**src/pas_pkg.sv**
```systemverilog
`default_nettype none

package pas_pkg;

  localparam int CFG_IDX_W = 1;

  localparam logic [CFG_IDX_W-1:0] CFG_STAGE_COUNT = 1'b0;
  localparam logic [CFG_IDX_W-1:0] CFG_NODE_TOTAL  = 1'b1;

  localparam logic [1:0] STATUS_OK           = 2'd0;
  localparam logic [1:0] STATUS_FEW_NODES    = 2'd1;
  localparam logic [1:0] STATUS_ZERO_WEIGHTS = 2'd2;

  typedef struct packed {
    logic       load;
    logic       ptr_clr;
    logic       sum_clr;
    logic       total_clr;
    logic       scan;
    logic       scan_c;
    logic       div_mul;
    logic       div_step;
    logic       div_wr;
    logic       adj;
    logic       emit_ld;
    logic       err_ld;
    logic [1:0] err_code;
  } pas_cmd_t;

  typedef struct packed {
    logic fire;
    logic nodes_short;
    logic scan_done;
    logic sum_zero;
    logic div_done;
    logic last_elem;
    logic total_eq;
    logic best_stuck;
    logic out_free;
  } pas_sts_t;

endpackage

`default_nettype wire

```
**src/pas_datapath.sv**
```systemverilog
`default_nettype none

module pas_datapath #(
  parameter int MAX_STAGES = 16
) (
  input  wire logic                          clk_i,
  input  wire logic                          rst_ni,
  input  wire logic                          cfg_we_i,
  input  wire logic [pas_pkg::CFG_IDX_W-1:0] cfg_index_i,
  input  wire logic [15:0]                   cfg_data_i,
  input  wire logic [15:0]                   weight_i,
  input  wire pas_pkg::pas_cmd_t             cmd_i,
  output pas_pkg::pas_sts_t                  sts_o,
  input  wire logic                          out_stall_i,
  output logic                               out_valid_o,
  output logic [3:0]                         stage_index_o,
  output logic [15:0]                        node_count_o,
  output logic [1:0]                         status_o,
  output logic                               last_o
);
  import pas_pkg::*;

  localparam int IW = (MAX_STAGES > 1) ? $clog2(MAX_STAGES) : 1;
  localparam int NW = IW + 1;
  localparam int SW = 16 + IW;

  logic [4:0]    stage_count_q;
  logic [15:0]   node_total_q;
  logic [IW-1:0] load_idx_q;

  logic [15:0]   wmem [MAX_STAGES];
  logic [15:0]   cmem [MAX_STAGES];
  logic [15:0]   wrd_q;
  logic [15:0]   crd_q;

  logic [NW-1:0] ptr_q;
  logic          rv_q;
  logic [IW-1:0] ridx_q;
  logic [SW-1:0] sum_q;
  logic [SW-1:0] total_q;
  logic [15:0]   best_val_q;
  logic [IW-1:0] best_idx_q;

  logic [SW-1:0] rem_q;
  logic [15:0]   quo_q;
  logic [3:0]    step_q;

  logic          out_valid_q;
  logic [3:0]    stage_index_q;
  logic [15:0]   node_count_q;
  logic [1:0]    status_q;
  logic          last_q;

  logic [NW-1:0] n_eff;
  logic [IW-1:0] ptr_idx;
  logic          ptr_lt_n;
  logic [31:0]   prod;
  logic [SW:0]   trial;
  logic          ge;
  logic [15:0]   ceil_cnt;
  logic [SW-1:0] nodes_ext;
  logic          total_gt;
  logic [15:0]   adj_val;
  logic [NW+3:0] idx_ext;
  logic          out_free;

  always_comb begin
    if (stage_count_q == 5'd0) begin
      n_eff = NW'(1);
    end else if ({3'b000, stage_count_q} > 8'(MAX_STAGES)) begin
      n_eff = NW'(MAX_STAGES);
    end else begin
      n_eff = NW'(stage_count_q);
    end
  end

  assign ptr_idx   = ptr_q[IW-1:0];
  assign ptr_lt_n  = ptr_q < n_eff;
  assign prod      = wrd_q * node_total_q;
  assign trial     = {rem_q, quo_q[15]};
  assign ge        = trial >= {1'b0, sum_q};
  assign ceil_cnt  = quo_q + 16'(rem_q != '0);
  assign nodes_ext = SW'(node_total_q);
  assign total_gt  = total_q > nodes_ext;
  assign adj_val   = total_gt ? best_val_q - 16'd1 : best_val_q + 16'd1;
  assign idx_ext   = {4'b0000, ptr_q};
  assign out_free  = !out_valid_q || !out_stall_i;

  always_comb begin
    sts_o.fire        = ({1'b0, load_idx_q} + NW'(1)) >= n_eff;
    sts_o.nodes_short = node_total_q < 16'(n_eff);
    sts_o.scan_done   = (ptr_q == n_eff) && !rv_q;
    sts_o.sum_zero    = sum_q == '0;
    sts_o.div_done    = step_q == 4'hF;
    sts_o.last_elem   = NW'(ptr_q + NW'(1)) == n_eff;
    sts_o.total_eq    = total_q == nodes_ext;
    sts_o.best_stuck  = total_gt ? (best_val_q == 16'h0000) : (best_val_q == 16'hFFFF);
    sts_o.out_free    = out_free;
  end

  always_ff @(posedge clk_i or negedge rst_ni) begin
    if (!rst_ni) begin
      stage_count_q <= 5'd1;
      node_total_q  <= 16'd1;
      load_idx_q    <= '0;
      ptr_q         <= '0;
      rv_q          <= 1'b0;
      out_valid_q   <= 1'b0;
    end else begin
      if (cfg_we_i) begin
        unique case (cfg_index_i)
          CFG_STAGE_COUNT: stage_count_q <= cfg_data_i[4:0];
          CFG_NODE_TOTAL:  node_total_q  <= cfg_data_i;
          default:         node_total_q  <= node_total_q;
        endcase
      end
      if (cmd_i.load) begin
        load_idx_q <= sts_o.fire ? '0 : IW'(load_idx_q + IW'(1));
      end
      if (cmd_i.ptr_clr) begin
        ptr_q <= '0;
      end else if ((cmd_i.scan && ptr_lt_n) || cmd_i.div_wr || cmd_i.emit_ld) begin
        ptr_q <= NW'(ptr_q + NW'(1));
      end
      rv_q <= cmd_i.scan && ptr_lt_n && !cmd_i.ptr_clr;
      if (cmd_i.emit_ld || cmd_i.err_ld) begin
        out_valid_q <= 1'b1;
      end else if (!out_stall_i) begin
        out_valid_q <= 1'b0;
      end
    end
  end

  always_ff @(posedge clk_i) begin
    if (cmd_i.load) begin
      wmem[load_idx_q] <= weight_i;
    end
    wrd_q <= wmem[ptr_idx];
  end

  always_ff @(posedge clk_i) begin
    if (cmd_i.div_wr) begin
      cmem[ptr_idx] <= ceil_cnt;
    end else if (cmd_i.adj) begin
      cmem[best_idx_q] <= adj_val;
    end
    crd_q <= cmem[ptr_idx];
  end

  always_ff @(posedge clk_i) begin
    ridx_q <= ptr_idx;
    if (cmd_i.sum_clr) begin
      sum_q <= '0;
    end else if (cmd_i.scan && !cmd_i.scan_c && rv_q) begin
      sum_q <= sum_q + SW'(wrd_q);
    end
    if (cmd_i.ptr_clr) begin
      best_val_q <= '0;
      best_idx_q <= '0;
    end else if (cmd_i.scan && cmd_i.scan_c && rv_q && (crd_q > best_val_q)) begin
      best_val_q <= crd_q;
      best_idx_q <= ridx_q;
    end
    if (cmd_i.total_clr) begin
      total_q <= '0;
    end else if (cmd_i.div_wr) begin
      total_q <= total_q + SW'(ceil_cnt);
    end else if (cmd_i.adj) begin
      total_q <= total_gt ? total_q - SW'(1) : total_q + SW'(1);
    end
    if (cmd_i.div_mul) begin
      rem_q  <= SW'(prod[31:16]);
      quo_q  <= prod[15:0];
      step_q <= 4'd0;
    end else if (cmd_i.div_step) begin
      rem_q  <= ge ? SW'(trial - {1'b0, sum_q}) : trial[SW-1:0];
      quo_q  <= {quo_q[14:0], ge};
      step_q <= step_q + 4'd1;
    end
  end

  always_ff @(posedge clk_i) begin
    if (cmd_i.emit_ld) begin
      stage_index_q <= idx_ext[3:0];
      node_count_q  <= crd_q;
      status_q      <= STATUS_OK;
      last_q        <= sts_o.last_elem;
    end else if (cmd_i.err_ld) begin
      stage_index_q <= 4'd0;
      node_count_q  <= 16'd0;
      status_q      <= cmd_i.err_code;
      last_q        <= 1'b1;
    end
  end

  assign out_valid_o   = out_valid_q;
  assign stage_index_o = stage_index_q;
  assign node_count_o  = node_count_q;
  assign status_o      = status_q;
  assign last_o        = last_q;

endmodule

`default_nettype wire

```
**src/pas_ctrl.sv**
```systemverilog
`default_nettype none

module pas_ctrl (
  input  wire logic              clk_i,
  input  wire logic              rst_ni,
  input  wire logic              in_valid_i,
  output logic                   in_stall_o,
  input  wire pas_pkg::pas_sts_t sts_i,
  output pas_pkg::pas_cmd_t      cmd_o
);
  import pas_pkg::*;

  typedef enum logic [3:0] {
    IDLE,
    CHECK,
    SUM,
    DIV_RD,
    DIV_MUL,
    DIV_STEP,
    DIV_WR,
    CORR,
    SCAN,
    ADJ,
    EMIT_RD,
    EMIT_LD,
    ERR
  } state_e;

  state_e     state_q, state_d;
  logic [1:0] err_q, err_d;

  always_comb begin
    state_d = state_q;
    err_d   = err_q;
    cmd_o   = '0;
    cmd_o.err_code = err_q;
    unique case (state_q)
      IDLE: begin
        cmd_o.load = in_valid_i;
        if (in_valid_i && sts_i.fire) state_d = CHECK;
      end
      CHECK: begin
        if (sts_i.nodes_short) begin
          err_d   = STATUS_FEW_NODES;
          state_d = ERR;
        end else begin
          cmd_o.ptr_clr = 1'b1;
          cmd_o.sum_clr = 1'b1;
          state_d       = SUM;
        end
      end
      SUM: begin
        cmd_o.scan = 1'b1;
        if (sts_i.scan_done) begin
          if (sts_i.sum_zero) begin
            err_d   = STATUS_ZERO_WEIGHTS;
            state_d = ERR;
          end else begin
            cmd_o.ptr_clr   = 1'b1;
            cmd_o.total_clr = 1'b1;
            state_d         = DIV_RD;
          end
        end
      end
      DIV_RD: state_d = DIV_MUL;
      DIV_MUL: begin
        cmd_o.div_mul = 1'b1;
        state_d       = DIV_STEP;
      end
      DIV_STEP: begin
        cmd_o.div_step = 1'b1;
        if (sts_i.div_done) state_d = DIV_WR;
      end
      DIV_WR: begin
        cmd_o.div_wr = 1'b1;
        state_d      = sts_i.last_elem ? CORR : DIV_RD;
      end
      CORR: begin
        cmd_o.ptr_clr = 1'b1;
        state_d       = sts_i.total_eq ? EMIT_RD : SCAN;
      end
      SCAN: begin
        cmd_o.scan   = 1'b1;
        cmd_o.scan_c = 1'b1;
        if (sts_i.scan_done) state_d = ADJ;
      end
      ADJ: begin
        if (sts_i.best_stuck) begin
          cmd_o.ptr_clr = 1'b1;
          state_d       = EMIT_RD;
        end else begin
          cmd_o.adj = 1'b1;
          state_d   = CORR;
        end
      end
      EMIT_RD: state_d = EMIT_LD;
      EMIT_LD: begin
        if (sts_i.out_free) begin
          cmd_o.emit_ld = 1'b1;
          state_d       = sts_i.last_elem ? IDLE : EMIT_RD;
        end
      end
      ERR: begin
        if (sts_i.out_free) begin
          cmd_o.err_ld = 1'b1;
          state_d      = IDLE;
        end
      end
      default: state_d = IDLE;
    endcase
  end

  always_ff @(posedge clk_i or negedge rst_ni) begin
    if (!rst_ni) begin
      state_q <= IDLE;
      err_q   <= STATUS_OK;
    end else begin
      state_q <= state_d;
      err_q   <= err_d;
    end
  end

  assign in_stall_o = state_q != IDLE;

endmodule

`default_nettype wire

```
**src/proportional_stage_allocator_unit.sv**
```systemverilog
`default_nettype none

// Loads one weight per stage (one transfer per cycle while idle) and, on the
// last weight of a run, splits node_total over the stages as
// ceil(weight*nodes/sum), then trims the largest count (lowest index on ties)
// until the counts add up to node_total. One result per stage follows, last
// flagged; a run with too few nodes or all-zero weights gives a single error
// result instead. During a run the input is stalled. A run takes at most n-1
// trim steps for n stages; each stage's count comes from a multiply and the
// 16-step radix-2 divider, and each trim step scans the count memory through
// its single read port. The results can be held back by an output stall.
module proportional_stage_allocator_unit #(
  parameter int MAX_STAGES = 16
) (
  input  wire logic                          clk_i,
  input  wire logic                          rst_ni,
  input  wire logic                          cfg_we_i,
  input  wire logic [pas_pkg::CFG_IDX_W-1:0] cfg_index_i,
  input  wire logic [15:0]                   cfg_data_i,
  input  wire logic                          in_valid_i,
  output logic                               in_stall_o,
  input  wire logic [15:0]                   weight_i,
  output logic                               out_valid_o,
  input  wire logic                          out_stall_i,
  output logic [3:0]                         stage_index_o,
  output logic [15:0]                        node_count_o,
  output logic [1:0]                         status_o,
  output logic                               last_o
);
  import pas_pkg::*;

  pas_cmd_t cmd;
  pas_sts_t sts;

  pas_ctrl u_ctrl (
    .clk_i      (clk_i),
    .rst_ni     (rst_ni),
    .in_valid_i (in_valid_i),
    .in_stall_o (in_stall_o),
    .sts_i      (sts),
    .cmd_o      (cmd)
  );

  pas_datapath #(
    .MAX_STAGES (MAX_STAGES)
  ) u_datapath (
    .clk_i         (clk_i),
    .rst_ni        (rst_ni),
    .cfg_we_i      (cfg_we_i),
    .cfg_index_i   (cfg_index_i),
    .cfg_data_i    (cfg_data_i),
    .weight_i      (weight_i),
    .cmd_i         (cmd),
    .sts_o         (sts),
    .out_stall_i   (out_stall_i),
    .out_valid_o   (out_valid_o),
    .stage_index_o (stage_index_o),
    .node_count_o  (node_count_o),
    .status_o      (status_o),
    .last_o        (last_o)
  );

endmodule

`default_nettype wire
```
**config.mk**
```make
export PLATFORM = sky130hd
export DESIGN_NAME = proportional_stage_allocator_unit
export DESIGN_NICKNAME = d
export VERILOG_FILES = /design/src/pas_pkg.sv /design/src/pas_datapath.sv /design/src/pas_ctrl.sv /design/src/proportional_stage_allocator_unit.sv
export SDC_FILE = /design/constraint.sdc
export NUM_CORES = 2
export LEC_CHECK = 0
export ABC_AREA = 1
export BUFFER_PORTS_ARGS = -buffer_cell sky130_fd_sc_hd__buf_2
export CORE_MARGIN = 4
export CORE_UTILIZATION = 28
export CTS_BUF_LIST = sky130_fd_sc_hd__clkbuf_16
export CTS_CLUSTER_SIZE = 20
export DETAILED_ROUTE_END_ITERATION = 7
export PLACE_DENSITY = 0.52
export SYNTH_ARGS = -nofsm -noshare
export SYNTH_HDL_FRONTEND = slang
export SYNTH_HIERARCHICAL = 1
export SYNTH_SLANG_ARGS = --single-unit
```
**constraint.sdc**
```tcl
create_clock -name clk_i -period 8.1 [get_ports clk_i]
set_input_delay 0 -clock clk_i [delete_from_list [all_inputs] [get_ports clk_i]]
set_output_delay 0 -clock clk_i [all_outputs]
set_load 0.02 [all_outputs]
```
Word-level counts from Yosys, hierarchy flattened
Memories as Yosys holds them, arrays and structs flattened. A register that Yosys moved wholly into a read port is not among the register bits.
Cells that the tools add are included.
Word-level totals
  output and inout port bits: 25
  logic and storage cells: 173
  RAM bits: 512
  flip-flop bits (word level): 165
  memories kept: 2
Operators by class
  $add $sub $neg: 12
  eq/ne operators: 26
  multiplexer cells: 68
  bitwise logic cells: 1
  magnitude comparators: 7
  reduce and logical (&&, ||, !) cells: 35
  $mul: 1
Memory list
  u_datapath.cmem: depth 16, bits a word 16, read ports 1, clocked after memory_dff 1, write ports 1, RTL line pas_datapath.sv:32  | logic [15:0] cmem [MAX_STAGES];
  u_datapath.wmem: depth 16, bits a word 16, read ports 1, clocked after memory_dff 1, write ports 1, RTL line pas_datapath.sv:31  | logic [15:0] wmem [MAX_STAGES];
Operators with widths (number)
  $mux W16: 8
  $mux W20: 4
  $mux W4: 14
  $pmux W4 S13: 1
  $add A20 B16 Y20: 2
  $mul A16 B16 Y32: 1
  $mux W1: 29
  $eq A4 B4 Y1 const B: 6
  $ge A21 B20 Y1: 1
  $add A20 B1 Y20 const B: 1
  $eq A20 B16 Y1: 1
  $gt A20 B16 Y1: 1
  $logic_not A20 Y1: 1
  $mux W5: 4
  $reduce_bool A20 Y1: 1
  $sub A20 B1 Y20 const B: 1
  $sub A20 B20 Y20: 1
  $add A16 B1 Y16: 1
  $add A16 B1 Y16 const B: 1
  $eq A16 B16 Y1 const B: 1
  $eq A4 B3 Y1 const B: 4
  $gt A16 B16 Y1: 1
  $logic_not A16 Y1: 1
  $lt A16 B5 Y1: 1
  29 further kinds: 63

Logic depth before layout (Yosys ltp)
  word-level depth: 9
  gate-level depth with buffers: 30
  mapped depth without buffers: 28

Cells and area by module
The synthesis kept the hierarchy.
Modules (own cells, without submodules)
  pas_datapath: cells an instance 4330, instances 1, area each 41335.9 µm², seq. area each 19891.6 µm²
  pas_ctrl: cells an instance 113, instances 1, area each 636.9 µm², seq. area each 150.1 µm²

Least setup slack after synthesis
OpenSTA, ideal clock, no wires.
  kind: register to register
  start: register u_datapath.node_total_q[1]
  end: register u_datapath.rem_q[8] (data pin)
  clock period less this slack: 5.689 ns
  data required time: 7.834 ns
  stages on the path, launching flop included: 22
  slack: 2.411 ns
  library setup time: 0.266 ns
  arrival: 5.423 ns
  path buffers: 2
  path through: dfrtp_1 -> clkbuf_1 -> clkbuf_1 -> nand2_1 -> fa_1 -> fa_1 -> fa_1 -> fa_1 -> inv_1 -> fa_1 -> inv_1 -> fa_1 -> inv_1 -> ha_1 -> a21oi_1 -> o21a_1 -> o21ai_0 -> nand2_1 -> nand3_1 -> or2_2 -> nand3_1 -> o21ai_1
On the way
  word-level cells in the longest chain between the ends: 2
RTL lines
  start, declared: RTL line pas_datapath.sv:28  | logic [15:0] node_total_q;
  start signal, assigned: RTL line pas_datapath.sv:113  | CFG_NODE_TOTAL: node_total_q <= cfg_data_i;
  start signal, assigned: RTL line pas_datapath.sv:114  | default: node_total_q <= node_total_q;
  $mul A16 B16 Y32: RTL line pas_datapath.sv:79  | assign prod = wrd_q * node_total_q;
  $mux W16: RTL line pas_datapath.sv:171  | if (cmd_i.div_mul) begin
  end signal, assigned: RTL line pas_datapath.sv:172  | rem_q <= SW'(prod[31:16]);
  end signal, assigned: RTL line pas_datapath.sv:176  | rem_q <= ge ? SW'(trial - {1'b0, sum_q}) : trial[SW-1:0];
  end, declared: RTL line pas_datapath.sv:44  | logic [SW-1:0] rem_q;
No other way between the ends.
A chain may end at the register's enable or synchronous reset.

Worst setup path after layout
  start: register u_datapath.wrd_q[8] (read register of u_datapath.wmem)
  end: register u_datapath.rem_q[14] (data pin)
On the way
  word-level cells in the longest chain between the ends: 2
RTL lines
  start, declared: RTL line pas_datapath.sv:33  | logic [15:0] wrd_q;
  $mul A16 B16 Y32: RTL line pas_datapath.sv:79
  $mux W16: RTL line pas_datapath.sv:171
No other way between the ends.

==> flow_summary.html <==
<table>
<tr><th>Metric</th><th>Value</th></tr>
<tr><th colspan="2">Clocking</th></tr>
<tr><td>CTS HTree Levels</td><td>3</td></tr>
<tr><td>Post-CTS clock slew at the launch and capture registers of the worst setup and hold paths</td><td>0.06 ns</td></tr>
<tr><td>Count of clock tree sinks</td><td>709</td></tr>
<tr><td>Clock Latency Late Sink</td><td>0.68 ns</td></tr>
<tr><td>Inserted Clock Buffers</td><td>76</td></tr>
<tr><td>CTS root buffer</td><td>sky130_fd_sc_hd__clkbuf_16</td></tr>
<tr><td>Worst-case clock buffer depth</td><td>3</td></tr>
<tr><td>Post-cts repair resize count</td><td>0</td></tr>
<tr><td>Hold buffers post-CTS</td><td>41</td></tr>
<tr><td>Clock tree from TritonCTS</td><td>done</td></tr>
<tr><td>Post-CTS setup buffers</td><td>0</td></tr>
<tr><th colspan="2">Global route</th></tr>
<tr><td>Remaining Overflow, GRT</td><td>0</td></tr>
<tr><td>Wire length of the first global-routing pass</td><td>191,000 um</td></tr>
<tr><td>Antenna violations before repair</td><td>7</td></tr>
<tr><td>Vias in the first global route</td><td>31,300</td></tr>
<tr><td>Maximum number of pins on one net before global-route repair</td><td>77</td></tr>
<tr><td>GR Util All Layers</td><td>15.6%</td></tr>
<tr><th colspan="2">Die</th></tr>
<tr><td>Starting utilization of the core area</td><td>28.3%</td></tr>
<tr><td>Floorplan row count</td><td>141</td></tr>
<tr><td>Placeable core region</td><td>148,000 um^2</td></tr>
<tr><td>Die footprint</td><td>156,000 um^2</td></tr>
<tr><td>Die Ht</td><td>395 um</td></tr>
<tr><td>Horiz. Die Dim</td><td>395 um</td></tr>
<tr><td>Top-level port count</td><td>63</td></tr>
<tr><th colspan="2">Critical path</th></tr>
<tr><td>Critical Path Sink Type</td><td>flip-flop</td></tr>
<tr><td>Startpoint of the worst-slack reg-to-reg timing path</td><td>u_datapath/wrd_q[8]</td></tr>
<tr><td>Crit path cell chain</td><td>nand2_1 &gt; fa_1 &gt; fa_1 &gt; fa_1 &gt; fa_1 &gt; inv_1 &gt; fa_1 &gt; inv_1 &gt; fa_1 &gt; inv_1 &gt; ha_1 &gt; nand2_1 &gt; nor2_1 &gt; nand4_1 &gt; o21ai_1 &gt; nand4_1 &gt; nand2_1 &gt; nand2_1 &gt; nand3_1 &gt; nand2_1</td></tr>
<tr><td>CP Depth</td><td>20</td></tr>
<tr><td>Worst Path Buf+Inv</td><td>3</td></tr>
<tr><td>Endpoint required time on the critical path</td><td>8.52 ns</td></tr>
<tr><td>Worst EP arrival</td><td>6.64 ns</td></tr>
<tr><td>Critical Path Start Type</td><td>flip-flop</td></tr>
<tr><td>Beginning of the critical path</td><td>u_datapath/wrd_q[8]</td></tr>
<tr><td>Most numerous cell on the critical path</td><td>sky130_fd_sc_hd__fa_1</td></tr>
<tr><td>Largest delay share family, worst path</td><td>adder cells</td></tr>
<tr><td>Critical path fanouts, max</td><td>17</td></tr>
<tr><td>Slowest stage cell, crit path</td><td>sky130_fd_sc_hd__dfxtp_1</td></tr>
<tr><td>Start-to-end type of the worst setup path</td><td>reg2reg</td></tr>
<tr><td>Worst Reg-to-Reg Cells</td><td>20</td></tr>
<tr><td>Stage delay of the slowest cell on the critical path</td><td>0.97 ns</td></tr>
<tr><th colspan="2">Synthesis</th></tr>
<tr><td>Syn Std Cell Area</td><td>42,000 um^2</td></tr>
<tr><td>Post-synthesis area per instance</td><td>9.45 um^2</td></tr>
<tr><td>Unique cell type count in the Yosys netlist</td><td>57</td></tr>
<tr><td>Commonest register cell after synthesis</td><td>sky130_fd_sc_hd__edfxtp_1</td></tr>
<tr><td>Share of synthesized area occupied by flip-flops and latches</td><td>47.7%</td></tr>
<tr><td>Number of flops mapped to enable cells by yosys</td><td>565</td></tr>
<tr><td>Gate Count Post-Synth</td><td>4,443</td></tr>
<tr><td>Async SR Flop Fraction</td><td>5.36%</td></tr>
<tr><td>Synthesis Warnings</td><td>6</td></tr>
<tr><td>Post-synth net total</td><td>4,906</td></tr>
<tr><td>Flip-flop and latch count after synthesis</td><td>709</td></tr>
<tr><th colspan="2">Final layout</th></tr>
<tr><td>Proportion of layout cells with a drive suffix above 1</td><td>7.38%</td></tr>
<tr><td>Nets@finish</td><td>4,953</td></tr>
<tr><td>Area overhead of the layout relative to synthesis</td><td>13.0%</td></tr>
<tr><td>Fill count</td><td>15,400</td></tr>
<tr><th colspan="2">STA</th></tr>
<tr><td>Part of the cycle the worst path needs</td><td>76.8%</td></tr>
<tr><td>Number of hold violations in the final report</td><td>0</td></tr>
<tr><td>Final Worst Setup Slack</td><td>1.88 ns</td></tr>
<tr><td>Final clock skew</td><td>0.0315 ns</td></tr>
<tr><td>Number of endpoints failing setup at the final stage</td><td>0</td></tr>
<tr><td>Min Tclk post-route</td><td>6.22 ns</td></tr>
<tr><td>Setup TNS</td><td>0 ns</td></tr>
<tr><td>Transition time of the tightest slew-check pin</td><td>1.20 ns</td></tr>
<tr><td>Setup repair after global routing missed its margin</td><td>false</td></tr>
<tr><td>Maximum clock frequency</td><td>161 MHz</td></tr>
<tr><td>Count of pins over their slew limit</td><td>0</td></tr>
<tr><td>Worst relative slew slack</td><td>19.1%</td></tr>
<tr><th colspan="2">Drt</th></tr>
<tr><td>First-pass detailed-route iteration total</td><td>5</td></tr>
<tr><td>Drt initial violations</td><td>2,205</td></tr>
<tr><td>Detail-routed net length per standard cell</td><td>18.9 um</td></tr>
<tr><td>Wirelength, routed</td><td>124,000 um</td></tr>
<tr><td>Post-detailed-route count of antenna-violating nets</td><td>0</td></tr>
<tr><td>Via density per instance</td><td>4.78</td></tr>
<tr><td>DRC violations left</td><td>0</td></tr>
<tr><td>Detailed-route via count</td><td>31,300</td></tr>
<tr><th colspan="2">Run status</th></tr>
<tr><td>Outcome</td><td>finished clean</td></tr>
<tr><th colspan="2">Min path</th></tr>
<tr><td>Min-Delay Path Class</td><td>in2reg</td></tr>
<tr><td>Startpoint of the worst hold path</td><td>cfg_data_i[14]</td></tr>
<tr><td>Min-Delay Path Depth</td><td>4</td></tr>
<tr><th colspan="2">Place</th></tr>
<tr><td>Total of buffers placed on input and output ports</td><td>62</td></tr>
<tr><td>Final GP Congestion</td><td>0.874</td></tr>
<tr><td>Placed wire-length estimate</td><td>82,800 um</td></tr>
<tr><td>Pre-CTS worst setup slack</td><td>1.83 ns</td></tr>
<tr><th colspan="2">Run</th></tr>
<tr><td>Maxcap violations</td><td>0</td></tr>
</table>
cell families after synthesis:
kind of cell | after synthesis | share of synthesized area, %
DFF | 709 | 47.7
buffers and inverters | 831 | 7.64
AOI/OAI and AO/OA | 884 | 11.8
xor gates and xnor gates | 68 | 1.44
muxes | 2 | 0.0477
and+or+nand+nor | 1524 | 15.1
adders and majority gates | 425 | 16.2
layout by cell type (no fill, tap or decap), types with 45 or more instances in the layout:
cell                          n
sky130_fd_sc_hd__a21oi_1    304
sky130_fd_sc_hd__buf_2       62
sky130_fd_sc_hd__buf_4       70
sky130_fd_sc_hd__clkbuf_16   77
sky130_fd_sc_hd__dfxtp_1    106
sky130_fd_sc_hd__edfxtp_1   565
sky130_fd_sc_hd__fa_1       198
sky130_fd_sc_hd__ha_1       227
sky130_fd_sc_hd__inv_1      638
sky130_fd_sc_hd__nand2_1    831
sky130_fd_sc_hd__nand3_1    122
sky130_fd_sc_hd__nor2_1     370
sky130_fd_sc_hd__o21ai_0    331
sky130_fd_sc_hd__o21ai_1     45
sky130_fd_sc_hd__o221ai_1    66
sky130_fd_sc_hd__o22ai_1     71
area by class of cell:
cell class | count | area, um^2 | area share (%)
diodes | 3 | 7.51 | 0.0158
flip-flops and latches | 709 | 20100 | 42.3
inverters | 627 | 2360 | 4.97
clock buffers | 77 | 1930 | 4.06
well taps | 2002 | 2500 | 5.28
repair buffers | 173 | 1250 | 2.63
clock inverters | 62 | 497 | 1.05
multi-input cells | 2903 | 18800 | 39.7
metrics by stage:
stage	util, %	area (um^2)	hold WS [ns]	cells
3_5_place_dp	30.0	44600	0.111	6373
4_1_cts	32.0	47400	0.118	6553
2_1_floorplan	-	42000	-0.296	4443
3_3_place_gp	30.0	44600	0.102	6373
6_report	32.0	47400	0.162	6556
5_1_grt	32.0	47400	0.192	6553
cells in the mapped netlist (40+ instances only):
| library cell | number | area, um^2 |
|---|---|---|
| sky130_fd_sc_hd__fa_1 | 198 | 3960 |
| sky130_fd_sc_hd__buf_2 | 40 | 200 |
| sky130_fd_sc_hd__o21ai_0 | 333 | 1670 |
| sky130_fd_sc_hd__inv_1 | 621 | 2330 |
| sky130_fd_sc_hd__clkbuf_1 | 148 | 556 |
| sky130_fd_sc_hd__o21ai_1 | 43 | 215 |
| sky130_fd_sc_hd__o221ai_1 | 66 | 578 |
| sky130_fd_sc_hd__nor2_1 | 404 | 1520 |
| sky130_fd_sc_hd__dfxtp_1 | 106 | 2120 |
| sky130_fd_sc_hd__nand3_1 | 122 | 611 |
| sky130_fd_sc_hd__edfxtp_1 | 565 | 17000 |
| sky130_fd_sc_hd__nand2_1 | 831 | 3120 |
| sky130_fd_sc_hd__nand4_1 | 41 | 257 |
| sky130_fd_sc_hd__o22ai_1 | 71 | 444 |
| sky130_fd_sc_hd__a21oi_1 | 305 | 1530 |
| sky130_fd_sc_hd__ha_1 | 227 | 2840 |
flip-flops by register name, summed over array words and instances (netlist names), 2 cells and up:
name,count
u_ctrl/err_q,2
u_ctrl/state_q,4
u_datapath/status_o,2
u_datapath/cmem,256
u_datapath/stage_index_o,4
u_datapath/stage_count_q,5
u_datapath/quo_q,16
u_datapath/node_total_q,16
u_datapath/crd_q,16
u_datapath/wrd_q,16
u_datapath/sum_q,20
u_datapath/total_q,20
u_datapath/ridx_q,4
u_datapath/best_idx_q,4
u_datapath/rem_q,20
u_datapath/step_q,4
u_datapath/load_idx_q,4
u_datapath/best_val_q,16
u_datapath/wmem,256
u_datapath/node_count_o,16
u_datapath/ptr_q,5
worst paths after layout:
kind / end / slack (ns)
hold reg to reg: u_datapath/status_o[0] / 0.46
max in group asynchronous: u_datapath/ptr_q[0] / 7.10
hold / removal: u_datapath/node_total_q[14] / 0.16
min in group asynchronous: u_datapath/node_total_q[8] / 0.52
setup reg to reg: u_datapath/rem_q[14] / 1.88
setup / recovery: u_datapath/rem_q[14] / 1.88
worst register-to-register path: stages, from the launching register on:
cell and delay [ns]:
sky130_fd_sc_hd__dfxtp_1 0.97, sky130_fd_sc_hd__nand2_1 0.18, sky130_fd_sc_hd__fa_1 0.54, sky130_fd_sc_hd__fa_1 0.48, sky130_fd_sc_hd__fa_1 0.52, sky130_fd_sc_hd__fa_1 0.55, sky130_fd_sc_hd__inv_1 0.06, sky130_fd_sc_hd__fa_1 0.57
sky130_fd_sc_hd__inv_1 0.07, sky130_fd_sc_hd__fa_1 0.53, sky130_fd_sc_hd__inv_1 0.04, sky130_fd_sc_hd__ha_1 0.33, sky130_fd_sc_hd__nand2_1 0.11, sky130_fd_sc_hd__nor2_1 0.18, sky130_fd_sc_hd__nand4_1 0.11, sky130_fd_sc_hd__o21ai_1 0.31
sky130_fd_sc_hd__nand4_1 0.16, sky130_fd_sc_hd__nand2_1 0.10, sky130_fd_sc_hd__nand2_1 0.05, sky130_fd_sc_hd__nand3_1 0.07, sky130_fd_sc_hd__nand2_1 0.05
metal layers:
layer	wire, um	global-route usage, %
met2	55600	25.0
met1	57500	21.8
met5	13	0
met4	3290	4.67
met3	7170	2.51
Power is left out: the tool's default activity adds up to more than one toggle a clock period on the data nets, which glitch-free logic cannot reach.
